## src/hdl/dvt_pkg.sv

```systemverilog
// ----------------------------------------------------------------------------
// dvt_pkg
// Shared types and codes of the distance-vector routing table.
// ----------------------------------------------------------------------------
`default_nettype none

package dvt_pkg;

    localparam int ID_W   = 8;
    localparam int COST_W = 8;

    typedef enum logic [1:0] {
        OP_READ = 2'd0,
        OP_ADV  = 2'd1,
        OP_REM  = 2'd2,
        OP_ADD  = 2'd3
    } t_op;

    typedef enum logic [1:0] {
        ST_OK     = 2'd0,
        ST_NOT_NB = 2'd1,
        ST_FULL   = 2'd2,
        ST_OWN_ID = 2'd3
    } t_status;

    // Command handed from the front queue to the table sequencer.
    typedef struct packed {
        t_op               op;
        logic [ID_W-1:0]   from_node;
        logic [ID_W-1:0]   dest;
        logic [COST_W-1:0] new_cost;
        logic              is_self;
    } t_cmd;

    typedef struct packed {
        logic [ID_W-1:0]   dest;
        logic [ID_W-1:0]   hop;
        logic [COST_W-1:0] cost;
    } t_route;

endpackage

`default_nettype wire

```

## src/hdl/dvt_front.sv

```systemverilog
// ----------------------------------------------------------------------------
// dvt_front
// Accepts input items, classifies them and queues them for the sequencer.
// ----------------------------------------------------------------------------
`default_nettype none

module dvt_front #(
    parameter int MAX_COST = 255
) (
    input  wire logic                 i_clk,
    input  wire logic                 i_rst_n,
    input  wire logic                 i_valid,
    output logic                      o_ready,
    input  wire logic [1:0]           i_op,
    input  wire logic [7:0]           i_from_node,
    input  wire logic [7:0]           i_dest,
    input  wire logic [7:0]           i_adv_cost,
    input  wire logic [7:0]           i_own_id,
    output logic                      o_cmd_valid,
    input  wire logic                 i_cmd_ready,
    output dvt_pkg::t_cmd             o_cmd
);
    import dvt_pkg::*;

    localparam logic [COST_W:0] MaxCost = (COST_W+1)'(MAX_COST);

    t_cmd            r_q [2];
    logic            r_wp, r_rp;
    logic [1:0]      r_cnt;
    t_cmd            w_cmd;
    logic [COST_W:0] w_sum;
    logic            w_push, w_pop;

    always_comb begin
        w_sum           = {1'b0, i_adv_cost} + 1'b1;
        w_cmd.op        = t_op'(i_op);
        w_cmd.from_node = i_from_node;
        w_cmd.dest      = i_dest;
        w_cmd.new_cost  = (w_sum > MaxCost) ? MaxCost[COST_W-1:0] : w_sum[COST_W-1:0];
        w_cmd.is_self   = (i_dest == i_own_id);
    end

    assign o_ready     = (r_cnt != 2'd2);
    assign o_cmd_valid = (r_cnt != 2'd0);
    assign o_cmd       = r_q[r_rp];
    assign w_push      = i_valid && o_ready;
    assign w_pop       = o_cmd_valid && i_cmd_ready;

    always_ff @(posedge i_clk) begin
        if (!i_rst_n) begin
            r_wp  <= 1'b0;
            r_rp  <= 1'b0;
            r_cnt <= 2'd0;
        end else begin
            if (w_push) r_wp <= ~r_wp;
            if (w_pop)  r_rp <= ~r_rp;
            r_cnt <= r_cnt + {1'b0, w_push} - {1'b0, w_pop};
        end
    end

    always_ff @(posedge i_clk) begin
        if (w_push) r_q[r_wp] <= w_cmd;
    end

endmodule

`default_nettype wire

```

## src/hdl/dvt_back.sv

```systemverilog
// ----------------------------------------------------------------------------
// dvt_back
// Table sequencer: walks, updates, compacts and reports the route memory.
// ----------------------------------------------------------------------------
`default_nettype none

module dvt_back #(
    parameter int MAX_ROUTES = 32
) (
    input  wire logic        i_clk,
    input  wire logic        i_rst_n,
    input  wire logic        i_cmd_valid,
    output logic             o_cmd_ready,
    input  dvt_pkg::t_cmd    i_cmd,
    input  wire logic [7:0]  i_own_id,
    output logic             o_valid,
    input  wire logic        i_ready,
    output logic [7:0]       o_entry_dest,
    output logic [7:0]       o_entry_hop,
    output logic             o_hop_valid,
    output logic [7:0]       o_entry_cost,
    output logic [1:0]       o_status,
    output logic             o_last
);
    import dvt_pkg::*;

    localparam int IW = (MAX_ROUTES > 1) ? $clog2(MAX_ROUTES) : 1;
    localparam int CW = $clog2(MAX_ROUTES + 1);
    localparam logic [CW-1:0] MaxRoutes = CW'(MAX_ROUTES);

    typedef enum logic [3:0] {
        S_IDLE, S_RSELF, S_RFETCH, S_REMIT, S_FETCH, S_CMP, S_SFETCH, S_SWRITE, S_RESP
    } t_state;

    t_state          r_state;
    t_cmd            r_cmd;
    logic [CW-1:0]   r_idx, r_count;
    t_status         r_st;
    t_route          r_mem [MAX_ROUTES];
    t_route          r_rdata;
    logic [IW-1:0]   w_raddr, w_waddr;
    logic            w_re, w_we;
    t_route          w_wdata;
    logic [CW-1:0]   w_idx1;
    logic            w_load, w_match, w_emit;

    assign o_cmd_ready = (r_state == S_IDLE);
    assign w_load      = !o_valid || i_ready;
    // A result is loaded into the output register this cycle.
    assign w_emit      = w_load && (r_state inside {S_RSELF, S_REMIT, S_RESP});
    assign w_idx1      = r_idx + 1'b1;
    assign w_match     = (r_rdata.dest == r_cmd.dest) &&
                         ((r_cmd.op != OP_REM) || (r_rdata.cost == COST_W'(1)));

    always_comb begin
        w_re    = 1'b0;
        w_raddr = r_idx[IW-1:0];
        w_we    = 1'b0;
        w_waddr = r_idx[IW-1:0];
        w_wdata = '{dest: r_cmd.dest, hop: r_cmd.dest, cost: COST_W'(1)};
        case (r_state)
            S_RFETCH: w_re = 1'b1;
            S_FETCH: begin
                if (r_idx != r_count) begin
                    w_re = 1'b1;
                end else if (r_cmd.op != OP_REM && r_count != MaxRoutes) begin
                    // Unknown destination: append at the end of the table.
                    w_we    = 1'b1;
                    w_waddr = r_count[IW-1:0];
                    if (r_cmd.op == OP_ADV)
                        w_wdata = '{dest: r_cmd.dest, hop: r_cmd.from_node,
                                    cost: r_cmd.new_cost};
                end
            end
            S_CMP: begin
                if (w_match && r_cmd.op == OP_ADD) begin
                    w_we = 1'b1;
                end else if (w_match && r_cmd.op == OP_ADV &&
                             (r_cmd.new_cost < r_rdata.cost ||
                              r_rdata.hop == r_cmd.from_node)) begin
                    w_we    = 1'b1;
                    w_wdata = '{dest: r_cmd.dest, hop: r_cmd.from_node,
                                cost: r_cmd.new_cost};
                end
            end
            S_SFETCH: begin
                w_re    = (w_idx1 < r_count);
                w_raddr = w_idx1[IW-1:0];
            end
            S_SWRITE: begin
                w_we    = 1'b1;
                w_wdata = r_rdata;
            end
            default: ;
        endcase
    end

    always_ff @(posedge i_clk) begin
        if (w_we) r_mem[w_waddr] <= w_wdata;
        if (w_re) r_rdata <= r_mem[w_raddr];
    end

    always_ff @(posedge i_clk) begin
        if (!i_rst_n) begin
            r_state <= S_IDLE;
            r_count <= '0;
            r_idx   <= '0;
            o_valid <= 1'b0;
        end else begin
            if (o_valid && i_ready && !w_emit) o_valid <= 1'b0;
            case (r_state)
                S_IDLE: begin
                    if (i_cmd_valid) begin
                        r_cmd <= i_cmd;
                        r_idx <= '0;
                        r_st  <= ST_OK;
                        case (i_cmd.op)
                            OP_READ: r_state <= S_RSELF;
                            OP_REM:  r_state <= S_FETCH;
                            default: begin
                                if (i_cmd.is_self) begin
                                    r_st    <= (i_cmd.op == OP_ADD) ? ST_OWN_ID : ST_OK;
                                    r_state <= S_RESP;
                                end else begin
                                    r_state <= S_FETCH;
                                end
                            end
                        endcase
                    end
                end
                S_RSELF: begin
                    if (w_load) begin
                        o_valid      <= 1'b1;
                        o_entry_dest <= i_own_id;
                        o_entry_hop  <= '0;
                        o_hop_valid  <= 1'b0;
                        o_entry_cost <= '0;
                        o_status     <= ST_OK;
                        o_last       <= (r_count == '0);
                        r_state      <= (r_count == '0) ? S_IDLE : S_RFETCH;
                    end
                end
                S_RFETCH: r_state <= S_REMIT;
                S_REMIT: begin
                    if (w_load) begin
                        o_valid      <= 1'b1;
                        o_entry_dest <= r_rdata.dest;
                        o_entry_hop  <= r_rdata.hop;
                        o_hop_valid  <= 1'b1;
                        o_entry_cost <= r_rdata.cost;
                        o_status     <= ST_OK;
                        o_last       <= (w_idx1 == r_count);
                        r_idx        <= w_idx1;
                        r_state      <= (w_idx1 == r_count) ? S_IDLE : S_RFETCH;
                    end
                end
                S_FETCH: begin
                    if (r_idx != r_count) begin
                        r_state <= S_CMP;
                    end else begin
                        r_state <= S_RESP;
                        if (r_cmd.op == OP_REM)
                            r_st <= ST_NOT_NB;
                        else if (r_count == MaxRoutes)
                            r_st <= ST_FULL;
                        else
                            r_count <= r_count + 1'b1;
                    end
                end
                S_CMP: begin
                    if (!w_match) begin
                        r_idx   <= w_idx1;
                        r_state <= S_FETCH;
                    end else begin
                        r_state <= (r_cmd.op == OP_REM) ? S_SFETCH : S_RESP;
                    end
                end
                S_SFETCH: begin
                    if (w_idx1 < r_count) begin
                        r_state <= S_SWRITE;
                    end else begin
                        r_count <= r_count - 1'b1;
                        r_state <= S_RESP;
                    end
                end
                S_SWRITE: begin
                    r_idx   <= w_idx1;
                    r_state <= S_SFETCH;
                end
                S_RESP: begin
                    if (w_load) begin
                        o_valid      <= 1'b1;
                        o_entry_dest <= '0;
                        o_entry_hop  <= '0;
                        o_hop_valid  <= 1'b0;
                        o_entry_cost <= '0;
                        o_status     <= r_st;
                        o_last       <= 1'b1;
                        r_state      <= S_IDLE;
                    end
                end
                default: r_state <= S_IDLE;
            endcase
        end
    end

endmodule

`default_nettype wire

```

## src/hdl/distance_vector_table_unit.sv

```systemverilog
// ----------------------------------------------------------------------------
// distance_vector_table_unit
// Distance-vector routing table with a queued front end and a table walker.
//
// Channel   Signals                          Role
// input     i_valid / o_ready, i_op..        table operation
// output    o_valid / i_ready, o_entry_..    entries and status
// config    psel/penable/pwrite/paddr        own_id at address 0
//
// A read returns the own-id entry, then fetches and emits each stored entry
// (S_RFETCH, S_REMIT); an update walks the table through S_FETCH and S_CMP,
// and a removal moves each later entry down through S_SFETCH and S_SWRITE.
// A two-entry queue keeps taking items while the walker is busy, until full.
// Reset is synchronous and empties the table; no clearing pass is needed.
// A stalled output holds the walker only when it has a result to deliver.
// ----------------------------------------------------------------------------
`default_nettype none

module distance_vector_table_unit #(
    parameter int MAX_ROUTES = 32,
    parameter int MAX_COST   = 255
) (
    input  wire logic        i_clk,
    input  wire logic        i_rst_n,
    input  wire logic        i_valid,
    output logic             o_ready,
    input  wire logic [1:0]  i_op,
    input  wire logic [7:0]  i_from_node,
    input  wire logic [7:0]  i_dest,
    input  wire logic [7:0]  i_adv_cost,
    output logic             o_valid,
    input  wire logic        i_ready,
    output logic [7:0]       o_entry_dest,
    output logic [7:0]       o_entry_hop,
    output logic             o_hop_valid,
    output logic [7:0]       o_entry_cost,
    output logic [1:0]       o_status,
    output logic             o_last,
    input  wire logic        psel,
    input  wire logic        penable,
    input  wire logic        pwrite,
    input  wire logic [2:0]  paddr,
    input  wire logic [31:0] pwdata,
    output logic [31:0]      prdata,
    output logic             pready
);
    import dvt_pkg::*;

    logic [7:0] r_own_id;
    logic       w_cmd_valid, w_cmd_ready;
    t_cmd       w_cmd;

    assign pready = 1'b1;
    assign prdata = (paddr[2] == 1'b0) ? {24'd0, r_own_id} : 32'd0;

    always_ff @(posedge i_clk) begin
        if (!i_rst_n) begin
            r_own_id <= '0;
        end else if (psel && penable && pwrite && pready && paddr[2] == 1'b0) begin
            r_own_id <= pwdata[7:0];
        end
    end

    dvt_front #(.MAX_COST(MAX_COST)) u_front (
        .i_clk(i_clk), .i_rst_n(i_rst_n),
        .i_valid(i_valid), .o_ready(o_ready),
        .i_op(i_op), .i_from_node(i_from_node), .i_dest(i_dest),
        .i_adv_cost(i_adv_cost), .i_own_id(r_own_id),
        .o_cmd_valid(w_cmd_valid), .i_cmd_ready(w_cmd_ready), .o_cmd(w_cmd)
    );

    dvt_back #(.MAX_ROUTES(MAX_ROUTES)) u_back (
        .i_clk(i_clk), .i_rst_n(i_rst_n),
        .i_cmd_valid(w_cmd_valid), .o_cmd_ready(w_cmd_ready), .i_cmd(w_cmd),
        .i_own_id(r_own_id),
        .o_valid(o_valid), .i_ready(i_ready),
        .o_entry_dest(o_entry_dest), .o_entry_hop(o_entry_hop),
        .o_hop_valid(o_hop_valid), .o_entry_cost(o_entry_cost),
        .o_status(o_status), .o_last(o_last)
    );

endmodule

`default_nettype wire

```

## config.mk

```make
export PLATFORM = sky130hd
export DESIGN_NAME = distance_vector_table_unit
export DESIGN_NICKNAME = d
export VERILOG_FILES = /design/src/hdl/dvt_pkg.sv /design/src/hdl/dvt_front.sv /design/src/hdl/dvt_back.sv /design/src/hdl/distance_vector_table_unit.sv
export SDC_FILE = /design/constraint.sdc
export NUM_CORES = 1
export LEC_CHECK = 0
export ABC_CLOCK_PERIOD_IN_PS = 5750
export BUFFER_PORTS_ARGS = -buffer_cell sky130_fd_sc_hd__buf_2
export CORE_UTILIZATION = 31
export CTS_CLUSTER_DIAMETER = 30
export DETAILED_ROUTE_END_ITERATION = 8
export PLACE_DENSITY = 0.5
export REMOVE_ABC_BUFFERS = 1
export SYNTH_ARGS = -nofsm -noshare
export SYNTH_HDL_FRONTEND = slang
export SYNTH_SLANG_ARGS = --single-unit
```

## constraint.sdc

```tcl
create_clock -name i_clk -period 5.75 [get_ports i_clk]
set_input_delay 0.2875 -clock i_clk [delete_from_list [all_inputs] [get_ports i_clk]]
set_output_delay 0.2875 -clock i_clk [all_outputs]
set_load 0.01 [all_outputs]
```

==> run metrics, run 1 <==
status complete, no violations; Clock Pin Slew Worst Setup and Hold Paths approximately 0.05 ns; vias in the first global route roughly 29000; Hold Path Origin i_rst_n; chip width about 370 um; global-route usage over all layers 0.1846; WHS 0.04533 ns; Clock Sinks ~930; Seq/Total Area, Yosys 0.6524; Starting Density 0.3129; Final Setup Violations 0; drt drc 0; DRT antenna net count 0; CP Data Required Time 6.25 ns; mux share of post-synthesis cell area 0.06186; clock tree buffer depth 3; Power, Total 0.02173 W; first-pass GRT wire length 189.0 mm; initial antenna violation count 1; cell count of the worst hold path 2; cell family with most CP delay simple AND/OR/NAND/NOR gates; routed len/inst between 20 and 25 um; cts bufs inserted 215; Post-synth ARST share 0; Reg2Reg Depth 9; max-slew violations 0; Tcrit/Tclk final 0.7335; count of cell types in the netlist between 80 and 90; Min-Delay Path Class input port to register; GR Overflow Total 0; Adder-Cell Fraction of Synth Area 0.006958; power density over the cells 413.3 mW/mm2; Critical Path Max Stage Delay about 0.85 ns; average cell area after synthesis 13.50 um2; #FFs+latches synth about 930; Slowest-stage cell, CP dfxtp_1; number of synthesized flops with an enable pin 902; Synth Instances between 3000 and 4000; GPL Wtd Cong 0.7735; 1st-iter DRT viols 2569; RSZ-0062 raised after global routing false; Max Cap Viol 0; largest net degree at the start of global routing 172; dpl hpwl 72.69 mm; crit-path cells nand4bb_4 -> inv_4 -> nand2_4 -> mux2_2 -> buf_4 -> o211ai_1 -> o22ai_1 -> nor3_1 -> nor4_1; worst-margin pin slew 1.160 ns; worst skew pair latency 0.80 ns; CP Class register to register; Peak VDD IR around 0.30 mV; post_cts resized 0; Layout area overhead 23.91%; Post-Syn Area 0.04244 mm2; top post-synthesis cells by area edfxtp_1 64%, o22ai_1 5.1%, mux2i_1 3.8%; H-tree depth 4; final hold vios 0; Synth Area in Simple Gates 0.08462; setup TNS 0 ns; Worst R2R Start u_back.r_state[2]; CP max FO 28; clk root buf clkbuf_16; post-layout util 0.3877; area leader, netlist edfxtp_1; Setup crit end kind register; Post-Route WL between 100 and 150 mm; full die area 0.1384 mm2; largest family of logic cells by synthesized area compound AO/OA/AOI/OAI gates; Yosys top cell area share 0.6382; dominant synthesized flop cell edfxtp_1; Post-CTS Setup Bufs 0; non-filler cells, final 5295; XOR/XNOR Fraction of Synth Area 0.009493; Startpoint Class register; Via density 5.515; Slew HR 0.2265; Arr. time, crit path ~4.7 ns; Inst Count DP 4854; crit path launch u_back.r_state[2]; drt pass-1 iters 7; Core ar. around 0.14 mm2; fin nets 3419; hold_buf cts 38; I/O Pins 131; Worst Path Buf+Inv 2; Synth Warn # 0; Period minus WS final 4.217 ns; total number of vias 29200; port buffer count roughly 80; fmax about 240 MHz; fraction of layout cells with a size suffix above 1 0.1836; Die Y-Extent 372.0 um; compound-cell area share of the yosys netlist 0.1475; P_leak 17.09 nW; CTS tree built; row count 135; Worst Skew 0.06177 ns; critical path depth 9
-- cells in the mapped netlist (9+ instances only) --
library cell / count
or3_1: 16
o21ai_0: 131
dfxtp_1: 30
edfxtp_1: 902
mux2_2: 36
nor2b_1: 63
o22ai_1: 349
nor4_1: 33
a21o_1: 9
o32ai_1: 18
nand2_1: 46
o221ai_1: 55
a21boi_0: 13
a22o_1: 34
mux4_2: 27
and2_1: 36
mux2i_1: 161
buf_2: 83
and3_1: 13
nor2_1: 68
nand3_1: 16
o211ai_1: 124
buf_4: 32
nand2b_1: 97
clkbuf_1: 120
inv_1: 58
xor2_1: 14
ha_1: 22
a2111oi_0: 41
a21oi_1: 44
xnor2_1: 32
buf_1: 38
a31oi_1: 44
nor3_1: 214
-- cells in the final DEF, fill, tap and decap left out, drive strengths merged, types with 17 or more instances in the layout --
cell type / instances
a22o: 34
nand2b: 97
nor2: 68
and2: 37
clkinvlp: 24
mux4: 27
bufinv: 26
a21oi: 46
inv: 69
buf: 187
nand2: 49
a2111oi: 41
xnor2: 32
conb: 25
clkbuf: 256
mux2: 36
dfxtp: 30
mux2i: 161
o32ai: 18
o211ai: 124
clkinv: 88
a31oi: 44
o22ai: 349
nor4: 34
o221ai: 56
edfxtp: 902
nor2b: 63
or3: 17
ha: 22
nor3: 216
dlygate4sd3: 38
o21ai: 134
-- worst paths after layout --
kind	to	slack [ns]
hold reg to reg	r_own_id[3]	0.51
setup reg to reg	u_back.r_rdata[5]	1.53
setup / recovery	u_back.r_rdata[5]	1.53
hold / removal	u_back.o_valid	0.05
-- power by group --
part / total [W] / switching [W] / internal [W]
clock: 0.0119 / 0.00386 / 0.00802
combinational: 0.00165 / 0.00114 / 0.000505
sequential: 0.00820 / 0.000168 / 0.00803
-- sequential cells by signal, summed over array words and instances, names as in the netlist, 8 cells and up, named ones only --
name,cells
r_own_id,8
u_back.o_entry_cost,8
u_back.o_entry_dest,8
u_back.o_entry_hop,8
u_back.r_cmd,26
u_back.r_mem,768
u_back.r_rdata,24
u_front.r_q,54
-- cell type report --
class / count / area [um2]
inverters: 61 / 234.0
multi-input cells: 1893 / 13570
clock buffers: 256 / 5565
fillers: 12700 / 83050
well taps: 1781 / 2228
clock inverters: 146 / 1639
repair buffers: 225 / 1649
diodes: 1 / 2.502
flip-flops and latches: 932 / 27690
-- logic make-up after synthesis --
| logic type | after synthesis |
|---|---|
| DFF | 932 |
| AOI/OAI and AO/OA | 923 |
| and+or+nand+nor | 652 |
| buffers and inverters | 342 |
| muxes | 224 |
| xor gates and xnor gates | 46 |
| adders and majority gates | 23 |
| other | 2 |
-- per-stage QoR --
step	setup slack (ns)	cell area [um2]
finish	1.533	52590
detailed placement	1.496	45000
global placement	1.507	45000
global route	1.282	52580
CTS	1.491	52580
floorplan	-9.450	41180
-- worst register-to-register path, cell delays in order (launching register included) --
cell	delay [ns]
dfxtp_1	0.85
nand4bb_4	0.45
inv_4	0.42
nand2_4	0.09
mux2_2	0.59
buf_4	0.37
o211ai_1	0.22
o22ai_1	0.12
nor3_1	0.63
nor4_1	0.18
-- routing by layer --
metal | wire length (um) | track usage | share of wire | vias to the layer above
li1 | - | - | - | 13110
met5 | 0 | 0 | 0 | -
met3 | 7754 | 0.03032 | 0.060 | 208
met2 | 61700 | 0.2993 | 0.47 | 939
met1 | 57210 | 0.2481 | 0.44 | 14950
met4 | 3417 | 0.06652 | 0.026 | 0
(Power assumes the default switching activity.)
==> run 2: changes to the inputs <==
--- a/config.mk
+++ b/config.mk
@@ -5,7 +5,7 @@
 export SDC_FILE = /design/constraint.sdc
 export NUM_CORES = 1
 export LEC_CHECK = 0
-export ABC_CLOCK_PERIOD_IN_PS = 5750
+export ABC_CLOCK_PERIOD_IN_PS = 3900
 export BUFFER_PORTS_ARGS = -buffer_cell sky130_fd_sc_hd__buf_2
 export CORE_UTILIZATION = 31
 export CTS_CLUSTER_DIAMETER = 30
==> constraint.sdc (replaced) <==
create_clock -name i_clk -period 3.9 [get_ports i_clk]
set_input_delay 0.195 -clock i_clk [delete_from_list [all_inputs] [get_ports i_clk]]
set_output_delay 0.195 -clock i_clk [all_outputs]
set_load 0.01 [all_outputs]
==> run metrics, run 2 (synthesized netlist as in run 1, its figures left out) <==
status complete, no violations; Inst Count DP 4886 (+0.66%); CP Data Required Time 4.38 ns (-1.87 ns); Startpoint Class register; RSZ-0062 raised after global routing false; GR Overflow Total 0 (unchanged); CP max FO 27 (-3.6%); Arr. time, crit path 4.21 ns (-0.51 ns); switching power 0.007621 W (+47%); Setup crit end kind register; Min-Delay Path Class input port to register; fmax 268.0 MHz (+13%); Post-Route WL 127.9 mm (-1.7%); largest net degree at the start of global routing 156 (-9.3%); fin nets 3462 (+1.3%); Clk pwr share 0.548 (about the same); Core ar. 0.1356 mm2 (unchanged); drt drc 0 (unchanged); port buffer count 79 (unchanged); total number of vias 29210 (+0.031%); CP Class register to register; Final Setup Violations 0 (unchanged); routed len/inst 24.00 um (-2.3%); dpl ws 0.1292 ns (-1.367 ns); global-route usage over all layers 0.1824 (-0.002170); Reg area 0.02769 mm2 (unchanged); full die area 0.1384 mm2 (unchanged); Worst R2R Start u_back.r_idx[0]; Reg-to-Reg End u_back.r_rdata[7]; Peak VDD IR 0.3349 mV (+11%); drt pass-1 iters 6 (-1); Multi-input gate area 0.01355 mm2 (-0.16%); initial antenna violation count 0 (-1); most frequent cells in the layout 902 x edfxtp_1, 349 x o22ai_1, 207 x clkbuf_16; Max Cap Viol 0 (unchanged); GPL Wtd Cong 0.7934 (+2.6%); flop2flop setup slack 0.17 ns (-1.36 ns); chip width 372.0 um (unchanged); Slew HR 0.2654 (+0.03887); H-tree depth 4 (unchanged); Clock Pin Slew Worst Setup and Hold Paths 0.05 ns (about the same); cts bufs inserted 205 (-4.7%); ant diodes 0 (-1); Regs by FF count u_back.r_mem: 768 flops, u_front.r_q: 54 flops, u_back.r_cmd: 26 flops; I/O Pins 131 (unchanged); Layout area overhead 25.92%; clk root buf clkbuf_16; vias in the first global route 28970 (+1.2%); 1st-iter DRT viols 2531 (-1.5%); # fillers 12650 (-0.39%); Tcrit/Tclk final 0.9567 (+0.2233); DRT antenna net count 0 (unchanged); Hold Path End u_front.r_q[1][26]; worst skew pair latency 0.80 ns (about the same); dpl hpwl 73.98 mm (+1.8%); Starting Density 0.3129 (unchanged); P_leak 17.51 nW (+2.5%); clock tree buffer depth 3 (unchanged); final worst slack 0.1688 ns (-1.364 ns); max reg flops 768 (unchanged); Post-CTS Setup Bufs 0 (unchanged); non-filler cells, final 5329 (+0.64%); Die Y-Extent 372.0 um (unchanged); Int Pwr 0.02473 W (+49%); Clock Sinks 932 (unchanged); worst-margin pin slew 1.102 ns (-0.05830 ns); setup TNS 0 ns (unchanged); first-pass GRT wire length 188.3 mm (-0.35%); final hold vios 0 (unchanged); Via density 5.482 (-0.61%); CTS tree built; Period minus WS final 3.731 ns (-0.4862 ns); fraction of layout cells with a size suffix above 1 0.1948 (+0.01115); switching portion of total power 0.2356 (-0.002515); Worst Skew 0.03362 ns (-0.02815 ns); power density over the cells 605.3 mW/mm2 (+46%); Hold Path Origin i_op[1]; most common cell after layout, fill and taps aside edfxtp_1; Sequential Power Share 0.372 (-0.005); max-slew violations 0 (unchanged); cell count of the worst hold path 2 (unchanged); register with the most flip-flops u_back.r_mem; Gate power share 0.081 (+0.005); row count 135 (unchanged); Reg2Reg Depth 10 (+1)
run 2: changes by cell type in the layout (fill, tap and decap cells not counted), sizes merged:
cell,before,now
clkbuf,256,231
clkinvlp,24,16
bufinv,26,35
clkinv,88,93
buf,187,219
dlygate4sd3,38,59
inv,69,70
diode,1,0
run 2: what timing repair did:
action | 4_1_cts | 5_1_grt
gates resized for setup | 0 | 0
endpoints found under the setup margin | 0 | 0
endpoints found under the hold margin | 85 | 0
hold buffers | 59 | 0
run 2: critical path, cell delays in order, from the launching register on:
cell,delay [ns]
dfxtp_4,0.34
buf_4,0.20
ha_4,0.31
clkinv_1,0.11
nand2_4,0.25
mux2_2,0.73
buf_4,0.32
o211ai_1,0.14
o22ai_1,0.18
nor3_1,0.10
nor4_1,0.71
run 2: metal layers:
metal	vias to the layer above	routed length (um)	GRT usage
met5	-	0	0
met4	0	3398	0.06408
met3	204	7093	0.02890
met2	939	60230	0.2918
met1	14880	57200	0.2499
li1	13190	-	-
run 2: power groups by stage:
stage,Sequential [W],Combinational [W],Clock (W)
3_3_place_gp,0.0122,0.00256,0
3_5_place_dp,0.0122,0.00258,0
4_1_cts,0.0120,0.00263,0.0180
2_1_floorplan,0.0122,0.00133,0
5_1_grt,0.0120,0.00283,0.0185
6_report,0.0120,0.00261,0.0177
run 2: area by class of cell:
type                       count  share of cell area
inverter                      61            0.004378
tap                         1781             0.04170
clock buffer                 231             0.09862
clock inverter               153             0.03620
sequential                   932              0.5182
timing repair buffer         278             0.04725
multi-input combinational   1893              0.2536
run 2: how the worst max path moves through the flow:
stage                          startpoint           endpoint  depth (start not counted)
after global placement    u_back.r_idx[0]  u_back.r_rdata[7]                         10
after floorplan           u_back.r_idx[1]  u_back.r_rdata[2]                          8
after detailed placement  u_back.r_idx[0]  u_back.r_rdata[7]                         10
after CTS                 u_back.r_idx[0]  u_back.r_rdata[7]                         10
final                     u_back.r_idx[0]  u_back.r_rdata[7]                         10
after global routing      u_back.r_idx[0]  u_back.r_rdata[7]                         10
run 2: stage by stage:
step                hold WS [ns]  area [um2]  utilization  power (W)
finish                    0.1423       53440       0.3940    0.03235
global route              0.1091       53440       0.3940    0.03334
CTS                      0.08576       53440       0.3940    0.03262
detailed placement        0.3893       45640       0.3365    0.01477
global placement          0.3856       45640       0.3365    0.01476
floorplan                 0.2939       41180            -    0.01353
